--- src/rtl/vcf_pkg.sv ---
// Shared types, register codes and constants of the voice capture front end.
`timescale 1ns / 1ps
package vcf_pkg;

	// Field and register widths.
	localparam int SAMPLE_W    = 16;
	localparam int SUM_W       = 20;
	localparam int CNT_W       = 4;
	localparam int FMT_W       = 2;
	localparam int STEP_W      = 28;
	localparam int GAIN_W      = 17;
	localparam int PEAK_W      = 16;
	localparam int CFG_IDX_W   = 2;
	localparam int CFG_DATA_W  = 28;

	// Reciprocal table for the channel average: q = (n * RECIP[d]) >> RECIP_SHIFT.
	localparam int RECIP_W     = 26;
	localparam int RECIP_SHIFT = 25;

	// Gain is unsigned Q3.14.
	localparam int GAIN_SHIFT  = 14;
	localparam logic [GAIN_W-1:0] GAIN_MAX = 17'd65536;

	// Depth of the command queue between front and back.
	localparam int CMD_DEPTH   = 4;

	// Configuration register indexes.
	localparam logic [CFG_IDX_W-1:0] REG_CHANNEL_COUNT = 2'd0;
	localparam logic [CFG_IDX_W-1:0] REG_SAMPLE_FORMAT = 2'd1;
	localparam logic [CFG_IDX_W-1:0] REG_STEP_RATIO    = 2'd2;
	localparam logic [CFG_IDX_W-1:0] REG_MIC_GAIN      = 2'd3;

	// Sample format codes.
	localparam logic [FMT_W-1:0] FMT_FLOAT32 = 2'd0;
	localparam logic [FMT_W-1:0] FMT_PCM16   = 2'd1;
	localparam logic [FMT_W-1:0] FMT_PCM32   = 2'd2;
	localparam logic [FMT_W-1:0] FMT_NONE    = 2'd3;

	// Register values after reset.
	localparam logic [CNT_W-1:0]  RST_CHANNEL_COUNT = 4'd2;
	localparam logic [FMT_W-1:0]  RST_SAMPLE_FORMAT = FMT_FLOAT32;
	localparam logic [STEP_W-1:0] RST_STEP_RATIO    = 28'd16777216;
	localparam logic [GAIN_W-1:0] RST_MIC_GAIN      = 17'd16384;

	typedef struct packed {
		logic [31:0] sample_word;
		logic        silent;
		logic        transmit;
	} item_t;

	typedef struct packed {
		logic signed [SAMPLE_W-1:0] out_sample;
		logic                       last_of_frame;
		logic [PEAK_W-1:0]          frame_peak;
		logic                       frame_abort;
		logic                       last_of_run;
	} result_t;

	typedef struct packed {
		logic [CNT_W-1:0]  channel_count;
		logic [FMT_W-1:0]  sample_format;
		logic [STEP_W-1:0] step_ratio;
		logic [GAIN_W-1:0] mic_gain;
	} cfg_t;

	// One classified word handed from the front to the back.
	typedef struct packed {
		logic                    transmit;
		logic                    done;
		logic signed [SUM_W-1:0] sum;
		logic [CNT_W-1:0]        count;
	} cmd_t;

	// Ceiling of 2^RECIP_SHIFT / d; exact for every sum magnitude below 2^SUM_W.
	function automatic logic [RECIP_W-1:0] recip_lut(input logic [CNT_W-1:0] d);
		logic [RECIP_W-1:0] r;
		case (d)
			4'd2:    r = 26'd16777216;
			4'd3:    r = 26'd11184811;
			4'd4:    r = 26'd8388608;
			4'd5:    r = 26'd6710887;
			4'd6:    r = 26'd5592406;
			4'd7:    r = 26'd4793491;
			4'd8:    r = 26'd4194304;
			4'd9:    r = 26'd3728271;
			4'd10:   r = 26'd3355444;
			4'd11:   r = 26'd3050403;
			4'd12:   r = 26'd2796203;
			4'd13:   r = 26'd2581111;
			4'd14:   r = 26'd2396746;
			4'd15:   r = 26'd2236963;
			default: r = 26'd33554432;
		endcase
		return r;
	endfunction

endpackage

--- src/rtl/voice_capture_frontend_core.sv ---
// Top level of the voice capture front end: configuration registers and the front/back split.
//
// Channel   Ports                                      Word moves when
// item      push, full, item                           push && !full
// result    empty, pop, result                         pop && !empty
// config    cfg_valid, cfg_ready, cfg_index, cfg_data  cfg_valid && cfg_ready
//
// In a two-stage pipeline the front converts one word per cycle and queues it for the back
// while the queue has room. The back takes each word from the queue in its idle state; a
// word that closes a source frame goes through an averaging and a gain state and emits up
// to eight output samples, after an abort marker if one is sent.
// Reset clears all frame, phase and channel state and loads the register defaults.
// A held result stalls the back; the queue of four words lets the front keep accepting
// until it fills, and then full rises.
`timescale 1ns / 1ps
module voice_capture_frontend_core #(
	parameter int MAX_CHANNELS    = 8,
	parameter int FRAME_SAMPLES   = 960,
	parameter int PHASE_FRAC_BITS = 24
) (
	input  logic                              clk,
	input  logic                              arst_n,
	input  logic                              push,
	input  vcf_pkg::item_t                    item,
	output logic                              full,
	output logic                              empty,
	input  logic                              pop,
	output vcf_pkg::result_t                  result,
	input  logic                              cfg_valid,
	output logic                              cfg_ready,
	input  logic [vcf_pkg::CFG_IDX_W-1:0]     cfg_index,
	input  logic [vcf_pkg::CFG_DATA_W-1:0]    cfg_data
);

	vcf_pkg::cfg_t cfg_q;
	vcf_pkg::cmd_t front_cmd;
	vcf_pkg::cmd_t back_cmd;
	logic          cmd_push;
	logic          cmd_full;
	logic          cmd_pop;
	logic          cmd_empty;

	assign cfg_ready = 1'b1;

	// Configuration register file.
	always_ff @(posedge clk or negedge arst_n) begin
		if (!arst_n) begin
			cfg_q.channel_count <= vcf_pkg::RST_CHANNEL_COUNT;
			cfg_q.sample_format <= vcf_pkg::RST_SAMPLE_FORMAT;
			cfg_q.step_ratio    <= vcf_pkg::RST_STEP_RATIO;
			cfg_q.mic_gain      <= vcf_pkg::RST_MIC_GAIN;
		end else if (cfg_valid && cfg_ready) begin
			unique case (cfg_index)
				vcf_pkg::REG_CHANNEL_COUNT:
					cfg_q.channel_count <= cfg_data[vcf_pkg::CNT_W-1:0];
				vcf_pkg::REG_SAMPLE_FORMAT:
					cfg_q.sample_format <= cfg_data[vcf_pkg::FMT_W-1:0];
				vcf_pkg::REG_STEP_RATIO:
					cfg_q.step_ratio    <= cfg_data[vcf_pkg::STEP_W-1:0];
				vcf_pkg::REG_MIC_GAIN:
					cfg_q.mic_gain      <= cfg_data[vcf_pkg::GAIN_W-1:0];
			endcase
		end
	end

	vcf_front #(
		.MAX_CHANNELS(MAX_CHANNELS)
	) u_front (
		.clk      (clk),
		.arst_n   (arst_n),
		.cfg      (cfg_q),
		.push     (push),
		.item     (item),
		.full     (full),
		.cmd      (front_cmd),
		.cmd_push (cmd_push),
		.cmd_full (cmd_full)
	);

	vcf_fifo u_fifo (
		.clk     (clk),
		.arst_n  (arst_n),
		.push    (cmd_push),
		.wr_data (front_cmd),
		.full    (cmd_full),
		.pop     (cmd_pop),
		.rd_data (back_cmd),
		.empty   (cmd_empty)
	);

	vcf_back #(
		.FRAME_SAMPLES  (FRAME_SAMPLES),
		.PHASE_FRAC_BITS(PHASE_FRAC_BITS)
	) u_back (
		.clk       (clk),
		.arst_n    (arst_n),
		.cfg       (cfg_q),
		.cmd       (back_cmd),
		.cmd_empty (cmd_empty),
		.cmd_pop   (cmd_pop),
		.result    (result),
		.empty     (empty),
		.pop       (pop)
	);

endmodule

--- src/rtl/vcf_front.sv ---
// Front part: accepts channel words, converts them and sums the channels of a source frame.
`timescale 1ns / 1ps
module vcf_front #(
	parameter int MAX_CHANNELS = 8
) (
	input  logic           clk,
	input  logic           arst_n,
	input  vcf_pkg::cfg_t  cfg,
	input  logic           push,
	input  vcf_pkg::item_t item,
	output logic           full,
	output vcf_pkg::cmd_t  cmd,
	output logic           cmd_push,
	input  logic           cmd_full
);

	localparam int IDX_W = $clog2(MAX_CHANNELS + 1);
	localparam int CMP_W = (IDX_W > vcf_pkg::CNT_W) ? IDX_W : vcf_pkg::CNT_W;

	// Converts one raw word to a signed 16-bit sample.
	function automatic logic signed [15:0] to_sample(input logic [31:0] w,
			input logic [vcf_pkg::FMT_W-1:0] fmt);
		logic        neg;
		logic [7:0]  e;
		logic [23:0] m;
		logic [38:0] p;
		logic [7:0]  sh;
		logic [16:0] mag;
		logic signed [15:0] r;
		neg = w[31];
		e   = w[30:23];
		m   = {1'b1, w[22:0]};
		// Mantissa times 32767 as a shift and a subtract.
		p   = {m, 15'b0} - {15'b0, m};
		sh  = 8'd150 - e;
		mag = '0;
		r   = '0;
		unique case (fmt)
			vcf_pkg::FMT_FLOAT32: begin
				if (e == 8'hFF) begin
					if (w[22:0] != 23'd0) begin
						r = '0;
					end else begin
						r = neg ? 16'sh8000 : 16'sh7FFF;
					end
				end else if (e == 8'h00) begin
					r = '0;
				end else if (e >= 8'd128) begin
					r = neg ? 16'sh8000 : 16'sh7FFF;
				end else begin
					mag = (sh >= 8'd39) ? 17'd0 : 17'(p >> sh);
					if (neg) begin
						r = (mag > 17'd32768) ? 16'sh8000 : 16'(17'd0 - mag);
					end else begin
						r = (mag > 17'd32767) ? 16'sh7FFF : mag[15:0];
					end
				end
			end
			vcf_pkg::FMT_PCM16: r = w[15:0];
			vcf_pkg::FMT_PCM32: r = w[31:16];
			vcf_pkg::FMT_NONE:  r = '0;
		endcase
		return r;
	endfunction

	logic                           valid_s1;
	vcf_pkg::item_t                 item_s1;
	logic                           valid_s2;
	logic signed [15:0]             sample_s2;
	logic                           transmit_s2;
	logic [IDX_W-1:0]               idx_q;
	logic signed [vcf_pkg::SUM_W-1:0] sum_q;

	logic                           adv2;
	logic                           adv1;
	logic [vcf_pkg::CNT_W-1:0]      count_eff;
	logic [IDX_W-1:0]               idx_next;
	logic signed [vcf_pkg::SUM_W-1:0] sum_next;
	logic                           frame_done;

	// Stage handshake: a stage moves when the one after it has room.
	assign adv2     = !valid_s2 || !cmd_full;
	assign adv1     = !valid_s1 || adv2;
	assign full     = !adv1;
	assign cmd_push = valid_s2 && !cmd_full;

	// Channel count with out-of-range values folded into the legal range.
	always_comb begin
		if (cfg.channel_count == '0) begin
			count_eff = vcf_pkg::CNT_W'(1);
		end else if (int'(cfg.channel_count) > MAX_CHANNELS) begin
			count_eff = vcf_pkg::CNT_W'(MAX_CHANNELS);
		end else begin
			count_eff = cfg.channel_count;
		end
	end

	// Channel accumulation; the word that reaches the count closes the source frame.
	assign idx_next   = idx_q + IDX_W'(1);
	assign sum_next   = sum_q + {{(vcf_pkg::SUM_W - 16){sample_s2[15]}}, sample_s2};
	assign frame_done = CMP_W'(idx_next) >= CMP_W'(count_eff);

	assign cmd.transmit = transmit_s2;
	assign cmd.done     = frame_done;
	assign cmd.sum      = sum_next;
	assign cmd.count    = count_eff;

	// Pipeline valid bits and accumulator state.
	always_ff @(posedge clk or negedge arst_n) begin
		if (!arst_n) begin
			valid_s1 <= 1'b0;
			valid_s2 <= 1'b0;
			idx_q    <= '0;
			sum_q    <= '0;
		end else begin
			if (adv1) begin
				valid_s1 <= push;
			end
			if (adv2) begin
				valid_s2 <= valid_s1;
			end
			if (cmd_push) begin
				if (frame_done) begin
					idx_q <= '0;
					sum_q <= '0;
				end else begin
					idx_q <= idx_next;
					sum_q <= sum_next;
				end
			end
		end
	end

	// Pipeline payload.
	always_ff @(posedge clk) begin
		if (adv1 && push) begin
			item_s1 <= item;
		end
		if (adv2 && valid_s1) begin
			sample_s2   <= item_s1.silent ? 16'sd0 :
				to_sample(item_s1.sample_word, cfg.sample_format);
			transmit_s2 <= item_s1.transmit;
		end
	end

endmodule

--- src/rtl/vcf_fifo.sv ---
// Short command queue between the front and the back part.
`timescale 1ns / 1ps
module vcf_fifo (
	input  logic          clk,
	input  logic          arst_n,
	input  logic          push,
	input  vcf_pkg::cmd_t wr_data,
	output logic          full,
	input  logic          pop,
	output vcf_pkg::cmd_t rd_data,
	output logic          empty
);

	localparam int PTR_W = $clog2(vcf_pkg::CMD_DEPTH);
	localparam int CNT_W = $clog2(vcf_pkg::CMD_DEPTH + 1);

	vcf_pkg::cmd_t    mem_q [vcf_pkg::CMD_DEPTH];
	logic [PTR_W-1:0] wr_ptr_q;
	logic [PTR_W-1:0] rd_ptr_q;
	logic [CNT_W-1:0] cnt_q;
	logic             do_push;
	logic             do_pop;

	assign full    = cnt_q == CNT_W'(vcf_pkg::CMD_DEPTH);
	assign empty   = cnt_q == '0;
	assign do_push = push && !full;
	assign do_pop  = pop && !empty;
	assign rd_data = mem_q[rd_ptr_q];

	// Pointers and fill count.
	always_ff @(posedge clk or negedge arst_n) begin
		if (!arst_n) begin
			wr_ptr_q <= '0;
			rd_ptr_q <= '0;
			cnt_q    <= '0;
		end else begin
			if (do_push) begin
				wr_ptr_q <= (wr_ptr_q == PTR_W'(vcf_pkg::CMD_DEPTH - 1)) ? '0 :
					wr_ptr_q + PTR_W'(1);
			end
			if (do_pop) begin
				rd_ptr_q <= (rd_ptr_q == PTR_W'(vcf_pkg::CMD_DEPTH - 1)) ? '0 :
					rd_ptr_q + PTR_W'(1);
			end
			if (do_push && !do_pop) begin
				cnt_q <= cnt_q + CNT_W'(1);
			end else if (do_pop && !do_push) begin
				cnt_q <= cnt_q - CNT_W'(1);
			end
		end
	end

	// Storage.
	always_ff @(posedge clk) begin
		if (do_push) begin
			mem_q[wr_ptr_q] <= wr_data;
		end
	end

endmodule

--- src/rtl/vcf_back.sv ---
// Back part: averages, resamples, applies gain and frames the output samples.
`timescale 1ns / 1ps
module vcf_back #(
	parameter int FRAME_SAMPLES   = 960,
	parameter int PHASE_FRAC_BITS = 24
) (
	input  logic             clk,
	input  logic             arst_n,
	input  vcf_pkg::cfg_t    cfg,
	input  vcf_pkg::cmd_t    cmd,
	input  logic             cmd_empty,
	output logic             cmd_pop,
	output vcf_pkg::result_t result,
	output logic             empty,
	input  logic             pop
);

	localparam int PH_W   = ((PHASE_FRAC_BITS > 27) ? PHASE_FRAC_BITS : 27) + 2;
	localparam int FILL_W = $clog2(FRAME_SAMPLES + 1);
	localparam int PROD_W = vcf_pkg::SUM_W + vcf_pkg::RECIP_W;
	localparam int GP_W   = 36;
	localparam logic [PH_W-1:0] PH_ONE      = {{(PH_W - 1){1'b0}}, 1'b1} << PHASE_FRAC_BITS;
	localparam logic [PH_W-1:0] PH_MIN_STEP = PH_ONE >> 3;

	typedef enum logic [4:0] {
		B_IDLE  = 5'b00001,
		B_ABORT = 5'b00010,
		B_DIV   = 5'b00100,
		B_GAIN  = 5'b01000,
		B_EMIT  = 5'b10000
	} bstate_t;

	bstate_t                 state_q;
	vcf_pkg::cmd_t           cmd_q;
	logic [PROD_W-1:0]       div_prod_q;
	logic signed [GP_W-1:0]  gain_prod_q;
	logic [PH_W-1:0]         phase_q;
	logic [FILL_W-1:0]       fill_q;
	logic [vcf_pkg::PEAK_W-1:0] peak_q;
	logic                    res_valid_q;
	vcf_pkg::result_t        res_q;

	logic [PH_W-1:0]         step_eff;
	logic [PH_W-1:0]         phase_nxt;
	logic                    wrap;
	logic                    phase_done;
	logic [vcf_pkg::GAIN_W-1:0] gain_eff;
	logic [vcf_pkg::SUM_W-1:0]  sum_mag;
	logic [16:0]             quot;
	logic signed [17:0]      mono;
	logic signed [GP_W-1:0]  biased;
	logic signed [GP_W-1:0]  scaled;
	logic signed [15:0]      sample_v;
	logic signed [16:0]      sample_ext;
	logic [16:0]             sample_abs;
	logic [vcf_pkg::PEAK_W-1:0] peak_max;
	logic [FILL_W-1:0]       fill_inc;
	logic                    frame_end;
	logic                    slot_free;
	logic                    emit_fire;
	logic                    abort_fire;
	logic                    emit_adv;
	vcf_pkg::result_t        res_next;

	// Phase step, clamped so that a source frame yields at most eight samples.
	always_comb begin
		if (PH_W'(cfg.step_ratio) < PH_MIN_STEP) begin
			step_eff = PH_MIN_STEP;
		end else begin
			step_eff = PH_W'(cfg.step_ratio);
		end
	end
	assign phase_nxt  = phase_q + step_eff;
	assign wrap       = phase_nxt >= PH_ONE;
	assign phase_done = phase_q >= PH_ONE;

	assign gain_eff = (cfg.mic_gain > vcf_pkg::GAIN_MAX) ? vcf_pkg::GAIN_MAX : cfg.mic_gain;

	// Channel average by reciprocal multiply, truncated toward zero.
	assign sum_mag = cmd_q.sum[vcf_pkg::SUM_W-1] ? vcf_pkg::SUM_W'(-cmd_q.sum) :
		vcf_pkg::SUM_W'(cmd_q.sum);
	assign quot = div_prod_q[vcf_pkg::RECIP_SHIFT +: 17];
	assign mono = cmd_q.sum[vcf_pkg::SUM_W-1] ? -$signed({1'b0, quot}) : $signed({1'b0, quot});

	// Gain scaling: divide by 2^14 toward zero, then clip to 16 bits.
	always_comb begin
		biased = gain_prod_q + (gain_prod_q[GP_W-1] ? GP_W'(16383) : GP_W'(0));
		scaled = biased >>> vcf_pkg::GAIN_SHIFT;
		if (scaled > GP_W'(32767)) begin
			sample_v = 16'sh7FFF;
		end else if (scaled < -GP_W'(32768)) begin
			sample_v = 16'sh8000;
		end else begin
			sample_v = scaled[15:0];
		end
	end
	assign sample_ext = {sample_v[15], sample_v};
	assign sample_abs = sample_ext[16] ? 17'(-sample_ext) : 17'(sample_ext);
	assign peak_max   = (sample_abs[15:0] > peak_q) ? sample_abs[15:0] : peak_q;
	assign fill_inc   = fill_q + FILL_W'(1);
	assign frame_end  = fill_inc >= FILL_W'(FRAME_SAMPLES);

	// Output slot handshake.
	assign slot_free  = !res_valid_q || pop;
	assign emit_fire  = (state_q == B_EMIT) && !phase_done && cmd_q.transmit && slot_free;
	assign abort_fire = (state_q == B_ABORT) && slot_free;
	assign emit_adv   = !cmd_q.transmit || slot_free;
	assign cmd_pop    = (state_q == B_IDLE) && !cmd_empty;
	assign empty      = !res_valid_q;
	assign result     = res_q;

	// Result word for the abort marker or for a sample.
	always_comb begin
		if (state_q == B_ABORT) begin
			res_next.out_sample    = '0;
			res_next.last_of_frame = 1'b0;
			res_next.frame_peak    = '0;
			res_next.frame_abort   = 1'b1;
			res_next.last_of_run   = 1'b1;
		end else begin
			res_next.out_sample    = sample_v;
			res_next.last_of_frame = frame_end;
			res_next.frame_peak    = frame_end ? peak_max : '0;
			res_next.frame_abort   = 1'b0;
			res_next.last_of_run   = wrap;
		end
	end

	// Sequencer, phase accumulator and frame state.
	always_ff @(posedge clk or negedge arst_n) begin
		if (!arst_n) begin
			state_q     <= B_IDLE;
			phase_q     <= '0;
			fill_q      <= '0;
			peak_q      <= '0;
			res_valid_q <= 1'b0;
		end else begin
			if (emit_fire || abort_fire) begin
				res_valid_q <= 1'b1;
			end else if (pop) begin
				res_valid_q <= 1'b0;
			end

			unique case (state_q)
				B_IDLE: begin
					if (!cmd_empty) begin
						if (!cmd.transmit) begin
							fill_q <= '0;
							peak_q <= '0;
						end
						if (!cmd.transmit && (fill_q != '0)) begin
							state_q <= B_ABORT;
						end else if (cmd.done) begin
							state_q <= B_DIV;
						end
					end
				end
				B_ABORT: begin
					if (slot_free) begin
						state_q <= cmd_q.done ? B_DIV : B_IDLE;
					end
				end
				B_DIV: begin
					state_q <= B_GAIN;
				end
				B_GAIN: begin
					state_q <= B_EMIT;
				end
				B_EMIT: begin
					if (phase_done) begin
						phase_q <= phase_q - PH_ONE;
						state_q <= B_IDLE;
					end else if (emit_adv) begin
						phase_q <= wrap ? (phase_nxt - PH_ONE) : phase_nxt;
						if (wrap) begin
							state_q <= B_IDLE;
						end
					end
					if (emit_fire) begin
						if (frame_end) begin
							fill_q <= '0;
							peak_q <= '0;
						end else begin
							fill_q <= fill_inc;
							peak_q <= peak_max;
						end
					end
				end
				default: begin
					state_q <= B_IDLE;
				end
			endcase
		end
	end

	// Datapath registers.
	always_ff @(posedge clk) begin
		if (cmd_pop) begin
			cmd_q <= cmd;
		end
		if (state_q == B_DIV) begin
			div_prod_q <= PROD_W'(sum_mag) * PROD_W'(vcf_pkg::recip_lut(cmd_q.count));
		end
		if (state_q == B_GAIN) begin
			gain_prod_q <= GP_W'(mono) * GP_W'($signed({1'b0, gain_eff}));
		end
		if (emit_fire || abort_fire) begin
			res_q <= res_next;
		end
	end

endmodule

--- config.mk ---
export PLATFORM = sky130hd
export DESIGN_NAME = voice_capture_frontend_core
export DESIGN_NICKNAME = d
export VERILOG_FILES = /design/src/rtl/vcf_pkg.sv /design/src/rtl/voice_capture_frontend_core.sv /design/src/rtl/vcf_front.sv /design/src/rtl/vcf_fifo.sv /design/src/rtl/vcf_back.sv
export SDC_FILE = /design/constraint.sdc
export NUM_CORES = 2
export LEC_CHECK = 0
export BUFFER_PORTS_ARGS = -buffer_cell sky130_fd_sc_hd__buf_4
export CAP_MARGIN = 20
export CORE_MARGIN = 2
export CORE_UTILIZATION = 24
export CTS_CLUSTER_SIZE = 10
export DETAILED_ROUTE_END_ITERATION = 16
export SETUP_SLACK_MARGIN = 0.15
export SYNTH_ARGS = -nofsm -noshare
export SYNTH_HDL_FRONTEND = slang
export SYNTH_SLANG_ARGS = --single-unit
--- constraint.sdc ---
create_clock -name clk -period 8.4 [get_ports clk]
set_input_delay 1.26 -clock clk [delete_from_list [all_inputs] [get_ports clk]]
set_output_delay 1.26 -clock clk [all_outputs]
set_load 0.03 [all_outputs]
==> results by group <==
Status
  • Violated checks: negative setup slack
  • Status: complete, but fails checks

Min path
  • Hold depth: 1
  • Hold Crit Endpoint: u_front.valid_s2
  • Hold WC Path Type: reg2reg
  • Worst Hold Launch: u_front.valid_s1

Worst setup path
  • Slowest stage delay, CP: 540 ps
  • CP top delay family: adder cells
  • Setup crit end kind: flop
  • Reg2reg start: u_back.cmd_q[8]
  • Worst Path Required: 8810 ps
  • RR Endpoint: u_back.div_prod_q[41]
  • CP Buf/Inv Count: 7
  • Reg-to-reg slack, setup: -140 ps
  • Slowest CP cell: fa_1
  • Worst Path Arrival: 8950 ps
  • Setup Crit Path Kind: reg2reg
  • Critical Path Source Type: flop
  • Worst-path fanout max: 7
  • Cell mode on critical path: fa_1
  • Worst reg2reg path depth: 34

Global route
  • Pin count of the biggest net entering global routing: 81
  • First-pass GRT wire length: 258000 um
  • Vias in the first global route: 43.8k
  • Initial antenna violation count: 6
  • Met2 usage: 23.4%
  • GRT Overall Usage: 14.3%
  • M1 GR Usage: 19.5%
  • Met3 Use GR: 1.40%
  • Total gr overflow: 0
  • Gr busiest metal: met2

Clocking
  • Hold Buf Count CTS: 0
  • Clock Latency Late Sink: 660 ps
  • Htree depth: 2
  • CTS sink count: 436
  • Number of buffers created by CTS: 54
  • Clock transition at the registers of the reported paths: 60 ps
  • CTS tree: done
  • Clock buffer depth: 3
  • Root buffer cell: clkbuf_16

Synthesis
  • Syn Inst Count: 5663
  • Yosys top cell area share: 27.5%
  • Post-synth EDFFs: 269
  • Most common flop cell mapped by yosys: edfxtp_1
  • Top-count cell post-synth: inv_1
  • Post-Syn Nets: 6804
  • Synth top cells by count: inv_1, fa_1, nand2_1
  • Share of synthesized flip-flops with an asynchronous set or reset: 33.3%
  • #FFs+latches synth: 436
  • Seq/Total Area, Yosys: 22.7%
  • Syn Std Cell Area: 53600 um2
  • Largest area contributor in the netlist: fa_1
  • Yosys cell types: 105
  • Syn avg cell area: 9.47 um2
  • Area contributors post-synth: fa_1, edfxtp_1, ha_1
  • Syn. warnings: 0

Floorplanning
  • Initial Utilization: 24.1%
  • FP Rows: 173
  • Die Y: 477 um
  • Die Footprint: 227000 um2
  • Core area: 222000 um2
  • # IOs: 107
  • Die Wd: 477 um

Layout
  • Post-Layout Cell Count: 8956
  • Layout Area Growth over Synthesis: 17.4%
  • Layout cell share with drive strength beyond 1: 14.6%
  • Antenna cells: 0
  • Final instance area: 63000 um2
  • Final #Nets: 7077

Job
  • Max-cap violations: 0

STA
  • Final Skew: 40.0 ps
  • Final setup margin: -138 ps
  • Min Tclk post-route: 8540 ps
  • Fin. max-slew vios: 0
  • Setup violations, final: 2
  • Hold Worst Slack: 469 ps
  • Rel. slew slack: 29.9%
  • Highest clock rate: 0.117 GHz
  • RSZ-0062 raised after global routing: true
  • Final period util: 102%
  • Worst slew pin tran: 1020 ps
  • Fin. Hold Viols: 0

Place
  • Placed cells: 8817
  • IO Port Bufs: 105
  • Post-DP HPWL: 133000 um
  • GP Congestion: 0.951
  • Placed inst area: 60100 um2

Routing
  • Initial DRC count: 3072
  • Via count: 42.5k
  • Routed length per instance: 18.5 um
  • Vias per Instance: 4.74
  • DR DRC count: 0
  • Detail Route Antenna Nets: 0
  • Final wirelength: 166000 um
  • 1st-pass router iterations: 8
## per-layer routing
metal	vias up	share of wire, %	wire length [um]
li1	19220	-	-
met1	21495	44	72200
met2	1454	47	77600
met3	311	5.6	9250
met4	0	4.0	6550
met5	-	0	0
## kinds of logic (layout without fill, tap and decap cells)
kind of cell	count (synthesis)	after routing	share of synthesized area [%]
AO/OA/AOI/OAI	827	827	10.6
adder cells (fa/ha/maj)	1072	1072	35.3
buffers and inverters	1195	1512	8.49
XOR/XNOR	201	202	3.28
multiplexers	144	144	3.54
AND/OR/NAND/NOR	1787	1787	16.1
other	1	1	0.00699
flip-flops	436	436	22.7
## placed cells by master, fill, tap and decap left out, drive strengths merged, types with 15 or more instances in the layout
| cell type | n |
|---|---|
| a211o | 17 |
| a211oi | 29 |
| a21o | 37 |
| a21oi | 185 |
| a22o | 32 |
| a31oi | 24 |
| and2 | 235 |
| and3 | 36 |
| buf | 479 |
| clkbuf | 91 |
| dfrtp | 141 |
| dfxtp | 22 |
| edfxtp | 269 |
| fa | 736 |
| ha | 336 |
| inv | 926 |
| mux2 | 76 |
| mux2i | 39 |
| mux4 | 29 |
| nand2 | 700 |
| nand2b | 42 |
| nand3 | 97 |
| nand4 | 43 |
| nor2 | 322 |
| nor2b | 64 |
| nor3 | 87 |
| nor4 | 45 |
| o211ai | 40 |
| o21a | 41 |
| o21ai | 165 |
| o221ai | 15 |
| o22ai | 15 |
| o31ai | 37 |
| o41ai | 15 |
| or2 | 21 |
| or3 | 33 |
| or4 | 16 |
| xnor2 | 138 |
| xor2 | 64 |
## sequential cells by signal (all words and copies together) (netlist names), named ones only
signal               count
u_front.sum_q           20
u_back.res_valid_q       1
u_front.valid_s1         1
u_back.peak_q           16
u_fifo.wr_ptr_q          2
u_back.div_prod_q       17
u_fifo.cnt_q             3
u_back.state_q           5
u_front.sample_s2       16
u_fifo.rd_ptr_q          2
u_back.cmd_q            26
cfg_q                   51
u_back.fill_q           10
u_back.gain_prod_q      36
u_back.result           35
u_front.idx_q            4
u_front.item_s1         34
u_back.phase_q          29
u_front.valid_s2         1
u_front.transmit_s2      1
u_fifo.mem_q           104
## worst register-to-register path, delay by kind of cell (launching register included)
family | cells | cell delay [ps]
compound gates | 8 | 1340
xor+xnor | 1 | 120
buf+inv | 7 | 720
flops | 1 | 420
fa+ha+maj | 8 | 3690
simple gates | 10 | 2000
## cell type report
class | count | area, um2
clock buffers | 90 | 1560
clock inverters | 11 | 116
fillers | 23288 | 159000
inverters | 929 | 3490
multi-input cells | 4033 | 38000
flip-flops and latches | 436 | 12200
well taps | 2975 | 3720
repair buffers | 482 | 3950
## per-stage QoR
step | setup slack [ps] | TNS [ps] | utilization, %
final | -138 | -262 | 28.3
after global routing | -491 | -2110 | 28.3
after CTS | -271 | -536 | 28.0
after detailed placement | -665 | -3120 | 27.1
after global placement | -578 | -2060 | 27.1
after floorplan | 60.1 | 0 | -
## worst max-delay path by stage
stage | start | to | slack (ps) | depth (start not counted)
finish | u_back.cmd_q[8] | u_back.div_prod_q[41] | -140 | 34
global route | u_back.cmd_q[8] | u_back.div_prod_q[41] | -490 | 35
CTS | u_back.cmd_q[9] | u_back.div_prod_q[41] | -270 | 33
detailed placement | u_back.cmd_q[4] | u_back.div_prod_q[41] | -660 | 33
global placement | u_back.cmd_q[8] | u_back.div_prod_q[41] | -580 | 31
floorplan | u_back.cmd_q[8] | u_back.div_prod_q[41] | 60 | 32
## repair_timing
action / 4_1_cts / 5_1_grt
cloned: 3 / 1
endpoints found under the setup margin: 18 / 23
buffers inserted: 15 / 15
pin swaps: 29 / 44
resized for setup: 44 / 110
Power is left out: the tool's default activity adds up to more than one toggle a clock period on the data nets, which glitch-free logic cannot reach.
